==> config.mk <==
export PLATFORM = sky130hd
export DESIGN_NAME = wall_follow_pid_steer
export DESIGN_NICKNAME = d
export VERILOG_FILES = /design/src/hw/rtl/wfps_pkg.sv /design/src/hw/rtl/wfps_regs.sv /design/src/hw/rtl/wfps_core.sv /design/src/hw/rtl/wall_follow_pid_steer.sv
export SDC_FILE = /design/constraint.sdc
export NUM_CORES = 2
export LEC_CHECK = 0
export ABC_CLOCK_PERIOD_IN_PS = 40000
export BUFFER_PORTS_ARGS = -buffer_cell sky130_fd_sc_hd__buf_2
export CAP_MARGIN = 20
export CORE_MARGIN = 1
export CORE_UTILIZATION = 67
export CTS_BUF_LIST = sky130_fd_sc_hd__clkbuf_4 sky130_fd_sc_hd__clkbuf_8 sky130_fd_sc_hd__clkbuf_16
export DETAILED_ROUTE_END_ITERATION = 10
export HOLD_SLACK_MARGIN = 0.1
export PLACE_DENSITY = 0.87
export SLEW_MARGIN = 20
export SYNTH_ARGS = -nofsm -noshare
export SYNTH_HDL_FRONTEND = slang
export SYNTH_SLANG_ARGS = --single-unit
==> constraint.sdc <==
create_clock -name clk -period 40 [get_ports clk]
set_input_delay 4 -clock clk [delete_from_list [all_inputs] [get_ports clk]]
set_output_delay 4 -clock clk [all_outputs]
set_load 0.01 [all_outputs]
==> src/hw/rtl/wfps_pkg.sv <==
// Types, constants and register map of the wall follower steering block.
`timescale 1ns / 1ps

package wfps_pkg;

	localparam int SAMPLE_W        = 10;
	localparam int SENSOR_BITS_DEF = 10;
	localparam int SUM_W           = 24;
	localparam int SPEED_W         = 9;
	localparam int GAIN_W          = 12;
	localparam int BASE_W          = 8;
	localparam int ADDR_W          = 5;
	localparam int DATA_W          = 32;

	localparam logic [BASE_W-1:0]          RST_BASE_SPEED  = 8'd100;
	localparam logic signed [GAIN_W-1:0]   RST_GAIN_P      = 12'sd179;
	localparam logic signed [GAIN_W-1:0]   RST_GAIN_I      = 12'sd0;
	localparam logic signed [GAIN_W-1:0]   RST_GAIN_D      = 12'sd230;
	localparam logic [SAMPLE_W-1:0]        RST_FRONT_LIMIT = 10'd55;
	localparam logic                       RST_LEFT_WALL   = 1'b1;
	localparam logic [SAMPLE_W-1:0]        RST_SIDE_TARGET = 10'd0;

	typedef enum logic [2:0] {
		REG_BASE_SPEED  = 3'd0,
		REG_GAIN_P      = 3'd1,
		REG_GAIN_I      = 3'd2,
		REG_GAIN_D      = 3'd3,
		REG_FRONT_LIMIT = 3'd4,
		REG_LEFT_WALL   = 3'd5,
		REG_SIDE_TARGET = 3'd6
	} reg_idx_t;

	typedef struct packed {
		logic [BASE_W-1:0]        base_speed;
		logic signed [GAIN_W-1:0] gain_p;
		logic signed [GAIN_W-1:0] gain_i;
		logic signed [GAIN_W-1:0] gain_d;
		logic [SAMPLE_W-1:0]      front_limit;
		logic                     left_wall;
		logic [SAMPLE_W-1:0]      side_target;
	} cfg_t;

	typedef struct packed {
		logic signed [SPEED_W-1:0] left;
		logic signed [SPEED_W-1:0] right;
		logic                      turning;
		logic                      upd;
		logic signed [SUM_W-1:0]   esum_nxt;
	} pid_res_t;

endpackage

==> src/hw/rtl/wfps_regs.sv <==
// APB register file holding the steering configuration.
`timescale 1ns / 1ps

module wfps_regs (
	input  logic                          clk,
	input  logic                          arst_n,
	input  logic                          psel,
	input  logic                          penable,
	input  logic                          pwrite,
	input  logic [wfps_pkg::ADDR_W-1:0]   paddr,
	input  logic [wfps_pkg::DATA_W-1:0]   pwdata,
	output logic [wfps_pkg::DATA_W-1:0]   prdata,
	output wfps_pkg::cfg_t                cfg
);

	wfps_pkg::cfg_t      cfg_q;
	wfps_pkg::reg_idx_t  idx;
	logic                wr_en;

	assign idx   = wfps_pkg::reg_idx_t'(paddr[wfps_pkg::ADDR_W-1:2]);
	assign wr_en = psel && penable && pwrite;
	assign cfg   = cfg_q;

	always_ff @(posedge clk or negedge arst_n) begin
		if (!arst_n) begin
			cfg_q.base_speed  <= wfps_pkg::RST_BASE_SPEED;
			cfg_q.gain_p      <= wfps_pkg::RST_GAIN_P;
			cfg_q.gain_i      <= wfps_pkg::RST_GAIN_I;
			cfg_q.gain_d      <= wfps_pkg::RST_GAIN_D;
			cfg_q.front_limit <= wfps_pkg::RST_FRONT_LIMIT;
			cfg_q.left_wall   <= wfps_pkg::RST_LEFT_WALL;
			cfg_q.side_target <= wfps_pkg::RST_SIDE_TARGET;
		end else if (wr_en) begin
			unique case (idx)
				wfps_pkg::REG_BASE_SPEED:  cfg_q.base_speed  <= pwdata[7:0];
				wfps_pkg::REG_GAIN_P:      cfg_q.gain_p      <= $signed(pwdata[11:0]);
				wfps_pkg::REG_GAIN_I:      cfg_q.gain_i      <= $signed(pwdata[11:0]);
				wfps_pkg::REG_GAIN_D:      cfg_q.gain_d      <= $signed(pwdata[11:0]);
				wfps_pkg::REG_FRONT_LIMIT: cfg_q.front_limit <= pwdata[9:0];
				wfps_pkg::REG_LEFT_WALL:   cfg_q.left_wall   <= pwdata[0];
				wfps_pkg::REG_SIDE_TARGET: cfg_q.side_target <= pwdata[9:0];
				default: ;
			endcase
		end
	end

	// gains read back sign-extended
	always_comb begin
		unique case (idx)
			wfps_pkg::REG_BASE_SPEED:  prdata = {24'd0, cfg_q.base_speed};
			wfps_pkg::REG_GAIN_P:      prdata = {{20{cfg_q.gain_p[11]}}, cfg_q.gain_p};
			wfps_pkg::REG_GAIN_I:      prdata = {{20{cfg_q.gain_i[11]}}, cfg_q.gain_i};
			wfps_pkg::REG_GAIN_D:      prdata = {{20{cfg_q.gain_d[11]}}, cfg_q.gain_d};
			wfps_pkg::REG_FRONT_LIMIT: prdata = {22'd0, cfg_q.front_limit};
			wfps_pkg::REG_LEFT_WALL:   prdata = {31'd0, cfg_q.left_wall};
			wfps_pkg::REG_SIDE_TARGET: prdata = {22'd0, cfg_q.side_target};
			default:                   prdata = '0;
		endcase
	end

endmodule

==> src/hw/rtl/wfps_core.sv <==
// PID correction, turn decision and speed saturation for one sample.
`timescale 1ns / 1ps

module wfps_core (
	input  wfps_pkg::cfg_t                      cfg,
	input  logic [wfps_pkg::SAMPLE_W-1:0]       side,
	input  logic [wfps_pkg::SAMPLE_W-1:0]       front,
	input  logic [wfps_pkg::SAMPLE_W-1:0]       target,
	input  logic [wfps_pkg::SAMPLE_W-1:0]       last_side,
	input  logic signed [wfps_pkg::SUM_W-1:0]   esum,
	input  logic                                in_turn,
	output wfps_pkg::pid_res_t                  res
);

	localparam int SW  = wfps_pkg::SAMPLE_W;
	localparam int EW  = wfps_pkg::SUM_W;
	localparam int GW  = wfps_pkg::GAIN_W;
	localparam int VW  = wfps_pkg::SPEED_W;
	localparam int PPW = GW + SW + 1;          // gain * error
	localparam int PIW = GW + EW;              // gain * sum
	localparam int TW  = PIW + 1;              // total of three products
	localparam int QW  = TW - 8;               // after divide by 256
	localparam int LW  = QW + 1;               // base +/- correction

	localparam logic signed [EW-1:0] SUM_MAX = {1'b0, {(EW-1){1'b1}}};
	localparam logic signed [EW-1:0] SUM_MIN = {1'b1, {(EW-1){1'b0}}};
	localparam logic signed [VW-1:0] SPD_MAX = VW'(255);
	localparam logic signed [VW-1:0] SPD_MIN = -SPD_MAX;

	logic                    blocked;
	logic signed [SW:0]      p_err;
	logic signed [SW:0]      d_err;
	logic signed [EW:0]      acc;
	logic signed [EW-1:0]    esum_sat;
	logic signed [PPW-1:0]   prod_p;
	logic signed [PIW-1:0]   prod_i;
	logic signed [PPW-1:0]   prod_d;
	logic signed [TW-1:0]    total;
	logic signed [TW-1:0]    total_adj;
	logic signed [QW-1:0]    pid;
	logic signed [LW-1:0]    base_ext;
	logic signed [LW-1:0]    plus_sum;
	logic signed [LW-1:0]    minus_sum;
	logic signed [VW-1:0]    plus_sat;
	logic signed [VW-1:0]    minus_sat;
	logic signed [VW-1:0]    pivot_pos;
	logic signed [VW-1:0]    pivot_neg;

	function automatic logic signed [VW-1:0] sat_speed(input logic signed [LW-1:0] v);
		logic signed [VW-1:0] r;
		if (v > LW'(SPD_MAX))
			r = SPD_MAX;
		else if (v < LW'(SPD_MIN))
			r = SPD_MIN;
		else
			r = v[VW-1:0];
		return r;
	endfunction

	always_comb begin
		blocked = front > cfg.front_limit;

		p_err = $signed({1'b0, side}) - $signed({1'b0, target});
		d_err = $signed({1'b0, side}) - $signed({1'b0, last_side});

		acc = {esum[EW-1], esum} + {{(EW-SW){p_err[SW]}}, p_err};
		if (acc[EW] != acc[EW-1])
			esum_sat = acc[EW] ? SUM_MIN : SUM_MAX;
		else
			esum_sat = acc[EW-1:0];

		prod_p = cfg.gain_p * p_err;
		prod_i = cfg.gain_i * esum_sat;
		prod_d = cfg.gain_d * d_err;
		total  = prod_p + prod_i + prod_d;

		// divide by 256 rounding toward zero
		total_adj = total + (total[TW-1] ? TW'(255) : TW'(0));
		pid       = total_adj[TW-1:8];

		base_ext  = $signed({{(LW-wfps_pkg::BASE_W){1'b0}}, cfg.base_speed});
		plus_sum  = base_ext + pid;
		minus_sum = base_ext - pid;
		plus_sat  = sat_speed(plus_sum);
		minus_sat = sat_speed(minus_sum);

		pivot_pos = $signed({1'b0, cfg.base_speed});
		pivot_neg = -pivot_pos;

		if (blocked) begin
			res.left  = cfg.left_wall ? pivot_pos : pivot_neg;
			res.right = cfg.left_wall ? pivot_neg : pivot_pos;
		end else begin
			res.left  = cfg.left_wall ? plus_sat : minus_sat;
			res.right = cfg.left_wall ? minus_sat : plus_sat;
		end
		res.turning  = blocked;
		// mid-turn samples leave the PID state alone
		res.upd      = !(in_turn && blocked);
		res.esum_nxt = esum_sat;
	end

endmodule

==> src/hw/rtl/wall_follow_pid_steer.sv <==
// Wall-following PID steering for a differential drive: top level.
// Takes one side/front sample word per cycle while sample_ready is high and gives one
// speed word per sample. The sample register feeds the PID stage (three multiplies,
// sum, divide by 256, saturation), which loads the output register. Throughput is one
// sample per clock unless the output stalls, set by the PID stage, which updates
// error_sum and last_side in the same cycle so the next sample sees them at once.
// Readings are masked to SENSOR_BITS bits (at most 10 take effect). Configuration
// sits on an APB port, registers at byte addresses 4*i; write it only while idle.
`timescale 1ns / 1ps

module wall_follow_pid_steer #(
	parameter int SENSOR_BITS = wfps_pkg::SENSOR_BITS_DEF
) (
	input  logic                                clk,
	input  logic                                arst_n,
	input  logic                                psel,
	input  logic                                penable,
	input  logic                                pwrite,
	input  logic [wfps_pkg::ADDR_W-1:0]         paddr,
	input  logic [wfps_pkg::DATA_W-1:0]         pwdata,
	output logic [wfps_pkg::DATA_W-1:0]         prdata,
	output logic                                pready,
	input  logic [wfps_pkg::SAMPLE_W-1:0]       side_sample,
	input  logic [wfps_pkg::SAMPLE_W-1:0]       front_sample,
	input  logic                                sample_valid,
	output logic                                sample_ready,
	output logic signed [wfps_pkg::SPEED_W-1:0] left_speed,
	output logic signed [wfps_pkg::SPEED_W-1:0] right_speed,
	output logic                                turning,
	output logic                                speed_valid,
	input  logic                                speed_ready
);

	localparam int SW       = wfps_pkg::SAMPLE_W;
	localparam int EFF_BITS = (SENSOR_BITS < SW) ? SENSOR_BITS : SW;
	localparam logic [SW-1:0] SENS_MASK = {SW{1'b1}} >> (SW - EFF_BITS);

	wfps_pkg::cfg_t                       cfg;
	wfps_pkg::pid_res_t                   res;

	logic                                 valid_s1;
	logic [SW-1:0]                        side_s1;
	logic [SW-1:0]                        front_s1;
	logic signed [wfps_pkg::SUM_W-1:0]    esum_q;
	logic [EFF_BITS-1:0]                  last_side_q;
	logic                                 in_turn_q;
	logic signed [wfps_pkg::SPEED_W-1:0]  left_q;
	logic signed [wfps_pkg::SPEED_W-1:0]  right_q;
	logic                                 turning_q;
	logic                                 out_valid_q;
	logic                                 adv;
	logic                                 fire;

	assign pready       = 1'b1;
	assign adv          = !out_valid_q || speed_ready;
	assign fire         = valid_s1 && adv;
	assign sample_ready = !valid_s1 || adv;

	assign left_speed   = left_q;
	assign right_speed  = right_q;
	assign turning      = turning_q;
	assign speed_valid  = out_valid_q;

	wfps_regs u_regs (
		.clk     (clk),
		.arst_n  (arst_n),
		.psel    (psel),
		.penable (penable),
		.pwrite  (pwrite),
		.paddr   (paddr),
		.pwdata  (pwdata),
		.prdata  (prdata),
		.cfg     (cfg)
	);

	wfps_core u_core (
		.cfg       (cfg),
		.side      (side_s1),
		.front     (front_s1),
		.target    (cfg.side_target & SENS_MASK),
		.last_side (SW'(last_side_q)),
		.esum      (esum_q),
		.in_turn   (in_turn_q),
		.res       (res)
	);

	// sample register
	always_ff @(posedge clk or negedge arst_n) begin
		if (!arst_n) begin
			valid_s1 <= 1'b0;
		end else if (sample_ready) begin
			valid_s1 <= sample_valid;
		end
	end

	always_ff @(posedge clk) begin
		if (sample_valid && sample_ready) begin
			side_s1  <= side_sample & SENS_MASK;
			front_s1 <= front_sample & SENS_MASK;
		end
	end

	// controller state
	always_ff @(posedge clk or negedge arst_n) begin
		if (!arst_n) begin
			esum_q      <= '0;
			last_side_q <= '0;
			in_turn_q   <= 1'b0;
		end else if (fire) begin
			if (res.upd) begin
				esum_q      <= res.esum_nxt;
				last_side_q <= side_s1[EFF_BITS-1:0];
			end
			in_turn_q <= res.turning;
		end
	end

	// output register
	always_ff @(posedge clk or negedge arst_n) begin
		if (!arst_n) begin
			out_valid_q <= 1'b0;
		end else if (adv) begin
			out_valid_q <= valid_s1;
		end
	end

	always_ff @(posedge clk) begin
		if (fire) begin
			left_q    <= res.left;
			right_q   <= res.right;
			turning_q <= res.turning;
		end
	end

endmodule

======== Word-level counts from Yosys, hierarchy flattened ========
Index checks and enable logic that the tools add are counted.
storage, ports and cells
  register bits after elaboration ......... 141
cells by class
  add/subtract/negate cells ............... 9
  $mul .................................... 3
  magnitude comparators ................... 5
  equal/unequal tests ..................... 7
  multiplexer cells ....................... 13
  bitwise operators ....................... 1
  reductions and logical operators ........ 18
operators by type and width
  operator               number
  $pmux W32 S7           1
  $mux W9                8
  $gt A30 B9 Y1 const B  2
  $lt A30 B9 Y1 const B  2
  $mux W24               2
  $mul A12 B11 Y23       2
  $add A23 B36 Y37       1
  $add A37 B23 Y37       1
  $add A37 B9 Y37        1
  $mul A12 B24 Y36       1
  $add A9 B29 Y30        1
  $sub A9 B29 Y30        1
  $add A24 B11 Y25       1
  $sub A10 B10 Y11       2
  $mux W18               1
  $reduce_and A2 Y1      8
  $gt A10 B10 Y1         1
  $eq A3 B3 Y1 const B   3
  $neg A8 Y9             1
  $mux W8                1
  $eq A3 B2 Y1 const B   2
  $logic_and A1 B1 Y1    5
  $eq A3 B1 Y1 const B   1
  $logic_not A3 Y1       1
  4 further kinds        6

======== Logic depth before layout (Yosys ltp) ========
  depth after elaboration ................. 15
  mapped depth ............................ 86

======== Hierarchy ========
Synthesis repeated with hierarchy kept, for this count alone.
second synthesis, totals
  cell total of the unflattened synthesis .. 3639
  area, all modules ....................... 34496.8 um^2
by module, submodules not included
  module                 times used  cells each  area an instance (um^2)  sequential area each (um^2)
  wfps_core              1           3273        28486.1                  0.0
  wfps_regs              1           242         3264.4                   1650.3
  wall_follow_pid_steer  1           124         2746.4                   2097.0

======== Worst setup path before layout ========
No wires, ideal clock.
  path type ............................... register -> register
  start point ............................. register side_s1[0]
  end point ............................... register right_q (netlist bit right_speed[2]), data pin
  setup time .............................. 277 ps
  data arrival time ....................... 17174 ps
  required time ........................... 39723 ps
  setup slack ............................. 22549 ps
  cell stages (with the launch flop) ...... 81
  clock period less this slack ............ 17451 ps
  path through ............................ edfxtp_1 > inv_1 > ha_1 > inv_1 > fa_1 > nand2_1 > nand2_1 > a21oi_1 > o21bai_1 > a21oi_1 > o21bai_1 > a21oi_1 > o21bai_1 > a21o_1 > inv_1 > ha_1 > or2_2 > a21oi_1 > [... 45 more ...] > inv_1 > nor2_1 > nor2_1 > o21bai_1 > a21oi_1 > o21bai_1 > a21oi_1 > nor3_1 > a21oi_1 > inv_1 > o21ai_0 > a21oi_1 > a2111oi_2 > a41oi_2 > and3_1 > buf_4 > a221oi_1 > o221ai_1
RTL lines
  item                    line                          RTL
  from (decl)             wall_follow_pid_steer.sv:42   logic [SW-1:0] side_s1;
  from (signal assigned)  wall_follow_pid_steer.sv:98   side_s1 <= side_sample & SENS_MASK;
  to (signal assigned)    wall_follow_pid_steer.sv:130  right_q <= res.right;
  to (decl)               wall_follow_pid_steer.sv:48   logic signed [wfps_pkg::SPEED_W-1:0] right_q;

==> results.toml <==
[global_route]
grt_pass1_vias = 28570
gr_usage_total_pct = 36.45
grt_start_max_net_pins = 79
first_pass_grt_wire_length_um = 148100
globalRoute.totalOverflow = 0
grt_antenna_before_repair = 2

[finish]
sequential_cell_area_sq_um = 3749
multi_input_comb_area_sq_um = 26870
post_route_cells_drive_above_1_share_pct = 9.180
n_fill_cell = 3473
nNetsFinal = 4602
area_delta_synth_final_pct = 4.431

[sta]
period_share_pct = 55.61
finClkSkew_ps = 29.91
clock.fmax_mhz = 44.96
min_period_ps = 22240
finalMaxSlewViolations = 0
grt_setup_unrepaired = "false"
final-setup-viol-count = 0
timing.setup.tns_ps = 0
slew_headroom_pct = 22.35
pin_slew_with_the_least_headroom_to_its_limit_ps = 1160
report.final.hold_viol_count = 0

[setup_path]
critPathKind = "reg -> reg"
critical-path-slowest-cell = "sky130_fd_sc_hd__inv_1"
timing.critical_path.from_type = "flip-flop"
critical_path_required_ps = 40210
critical_path.endpoint_type = "flip-flop"
cp_data_arrival_time_ps = 22450
critical_path_peak_fanout = 29
cp_common_cell = "sky130_fd_sc_hd__inv_1"
slowest_stage_delay_on_critical_path_ps = 790

[clock_tree]
ctsResizeCount = 0
clock_latency_ps = 480
cts_buffers = 17
clock_tree_from_tritoncts = "done"
cts_htree_levels = 4
cts_root_buffer = "sky130_fd_sc_hd__clkbuf_16"
cts_post_setup_buffers_inserted = 0
clk_pin_slew_worst_setup_hold_paths_ps = 70
clock_tree.buffer_depth = 2
clock_sink_count = 141
cts_hold_buf = 0

[yosys]
synth_area_sq_um = 34140
postSynthNetCount = 4628
synth-main-ff-cell = "sky130_fd_sc_hd__dfrtp_1"
seq_cells_post_synth = 141
synth_top_area_share_pct = 40.46
yosys.area.top_type = "sky130_fd_sc_hd__fa_1"
synth_sequential_area_ratio_pct = 10.98
post_synth_main_area_contributors = "sky130_fd_sc_hd__fa_1 40%, sky130_fd_sc_hd__inv_1 8.1%, sky130_fd_sc_hd__ha_1 7.4%"
syn-mean-instance-area_sq_um = 9.295
synth-warning-count = 0
synthMostInstantiatedCell = "sky130_fd_sc_hd__inv_1"
netlist_top_cells_count = "735 x sky130_fd_sc_hd__inv_1, 690 x sky130_fd_sc_hd__fa_1, 464 x sky130_fd_sc_hd__nand2_1, 201 x sky130_fd_sc_hd__ha_1, 148 x sky130_fd_sc_hd__and2_1"
synth_enable_flop_cells = 39
asyncSetResetFlopFracSynth_pct = 72.34
syn-instance-count = 3673
ys_types = 111

[die]
total_die_area_sq_um = 51860
die-width_um = 227.7
dieHeight_um = 227.7
io-pin-count = 118
rows = 82
effective_utilization_at_floorplan_pct = 68.05
design.core.area_sq_um = 50170

[run_status]
outcome = "complete, no violations"

[placement]
place.detailed.hpwl_um = 72420
portbufs = 94
place_congestion = 0.9620

[detailed_routing]
route.detailed.drc = 0
drt_wl_total_um = 90680
drt-initial-drc-count = 2813
vias = 26480
route.detailed.vias_per_inst = 6.112
firstDrtPassIters = 8
ant_nets = 0
route.detailed.wl_per_inst_um = 20.93

[job]
cap_viol_max_count = 0

[worst_hold_path]
hp-class = "reg -> reg"
## through the flow
stage | hold WS (ps) | worst slack (ps) | std cells | util [%] | cell area, sq um
3_3_place_gp | 487.2 | 18730 | 4300 | 69.84 | 35040
3_5_place_dp | 469.9 | 18370 | 4300 | 69.84 | 35040
5_1_grt | 521.5 | 16590 | 4332 | 71.06 | 35650
6_report | 498.2 | 17760 | 4333 | 71.06 | 35650
4_1_cts | 497.5 | 18300 | 4332 | 71.03 | 35640
2_1_floorplan | 450.2 | 22550 | 3673 | - | 34140
## per-layer routing
layer	global-route usage (%)	vias to the layer above	routed length [um]
met3	6.788	417	7812
li1	-	11410	-
met2	59.66	1389	44330
met5	0	-	10
met1	44.24	13260	31760
met4	24.32	2	6777
## state kept, by name, indices dropped and copies added, names as in the netlist
name and count:
turning 1, in_turn_q 1, esum_q 24, side_s1 10, speed_valid 1, front_s1 10
valid_s1 1, last_side_q 10, u_regs.cfg 65, left_speed 9, right_speed 9
## cell type report
| class | instances | area share, % |
|---|---|---|
| multi-input combinational | 2610 | 75.38 |
| sequential | 141 | 10.51 |
| inverter | 738 | 7.774 |
| tap | 672 | 2.358 |
| timing repair buffer | 139 | 2.285 |
| clock buffer | 17 | 1.193 |
| clock inverter | 15 | 0.4878 |
| antenna | 1 | 0.007019 |
## cells in the final DEF, fill, tap and decap left out, drive strengths merged, types with 19 or more instances in the layout
cell,synthesis,final
a211oi,23,23
a21o,58,58
a21oi,100,100
and2,149,149
and3,29,29
buf,40,139
dfrtp,83,83
dfstp,19,19
edfxtp,39,39
fa,690,690
ha,201,201
inv,736,745
mux2,75,75
mux2i,20,20
nand2,464,464
nand2b,41,41
nand3,41,41
nand4,22,22
nor2,142,142
nor2b,31,31
nor3,31,31
o21ai,112,112
o21bai,23,23
xnor2,79,79
xor2,34,34
## cells by family (layout without fill, tap and decap cells)
logic type | after synthesis | count (layout) | share of synthesized area [%]
xor gates and xnor gates | 114 | 114 | 3.075
and+or+nand+nor | 1029 | 1029 | 14.73
adders and majority gates | 891 | 891 | 47.83
buffers and inverters | 922 | 909 | 10.49
DFF | 141 | 141 | 10.98
other | 1 | 2 | 0.01098
muxes | 98 | 98 | 3.258
AOI/OAI and AO/OA | 477 | 477 | 9.628
## final timing paths
check / startpoint / endpoint / slack (ps) / depth (start not counted)
min: valid_s1$_DFFE_PN0N_ / speed_valid$_DFFE_PN0P_ / 500 / 1
max reg2reg: side_s1[0]$_DFFE_PP_ / right_speed[7]$_DFFE_PP_ / 17760 / 78
max: side_s1[0]$_DFFE_PP_ / right_speed[7]$_DFFE_PP_ / 17760 / 78
max in group asynchronous: arst_n / u_regs.cfg[33]$_DFFE_PN0P_ / 35440 / 2
min reg2reg: valid_s1$_DFFE_PN0N_ / speed_valid$_DFFE_PN0P_ / 500 / 1
min in group asynchronous: arst_n / esum_q[2]$_DFFE_PN0P_ / 3420 / 1
## critical path, delay by kind of cell (launching register included)
| kind | cells | cell delay (ps) |
|---|---|---|
| DFF | 1 | 400 |
| adders and majority gates | 15 | 6750 |
| buffers and inverters | 12 | 1990 |
| and+or+nand+nor | 20 | 4910 |
| xor gates and xnor gates | 1 | 180 |
| AOI/OAI and AO/OA | 30 | 7710 |
Power is not shown: default switching activity piles up to over one toggle a cycle in this logic, so the estimate is an artifact.
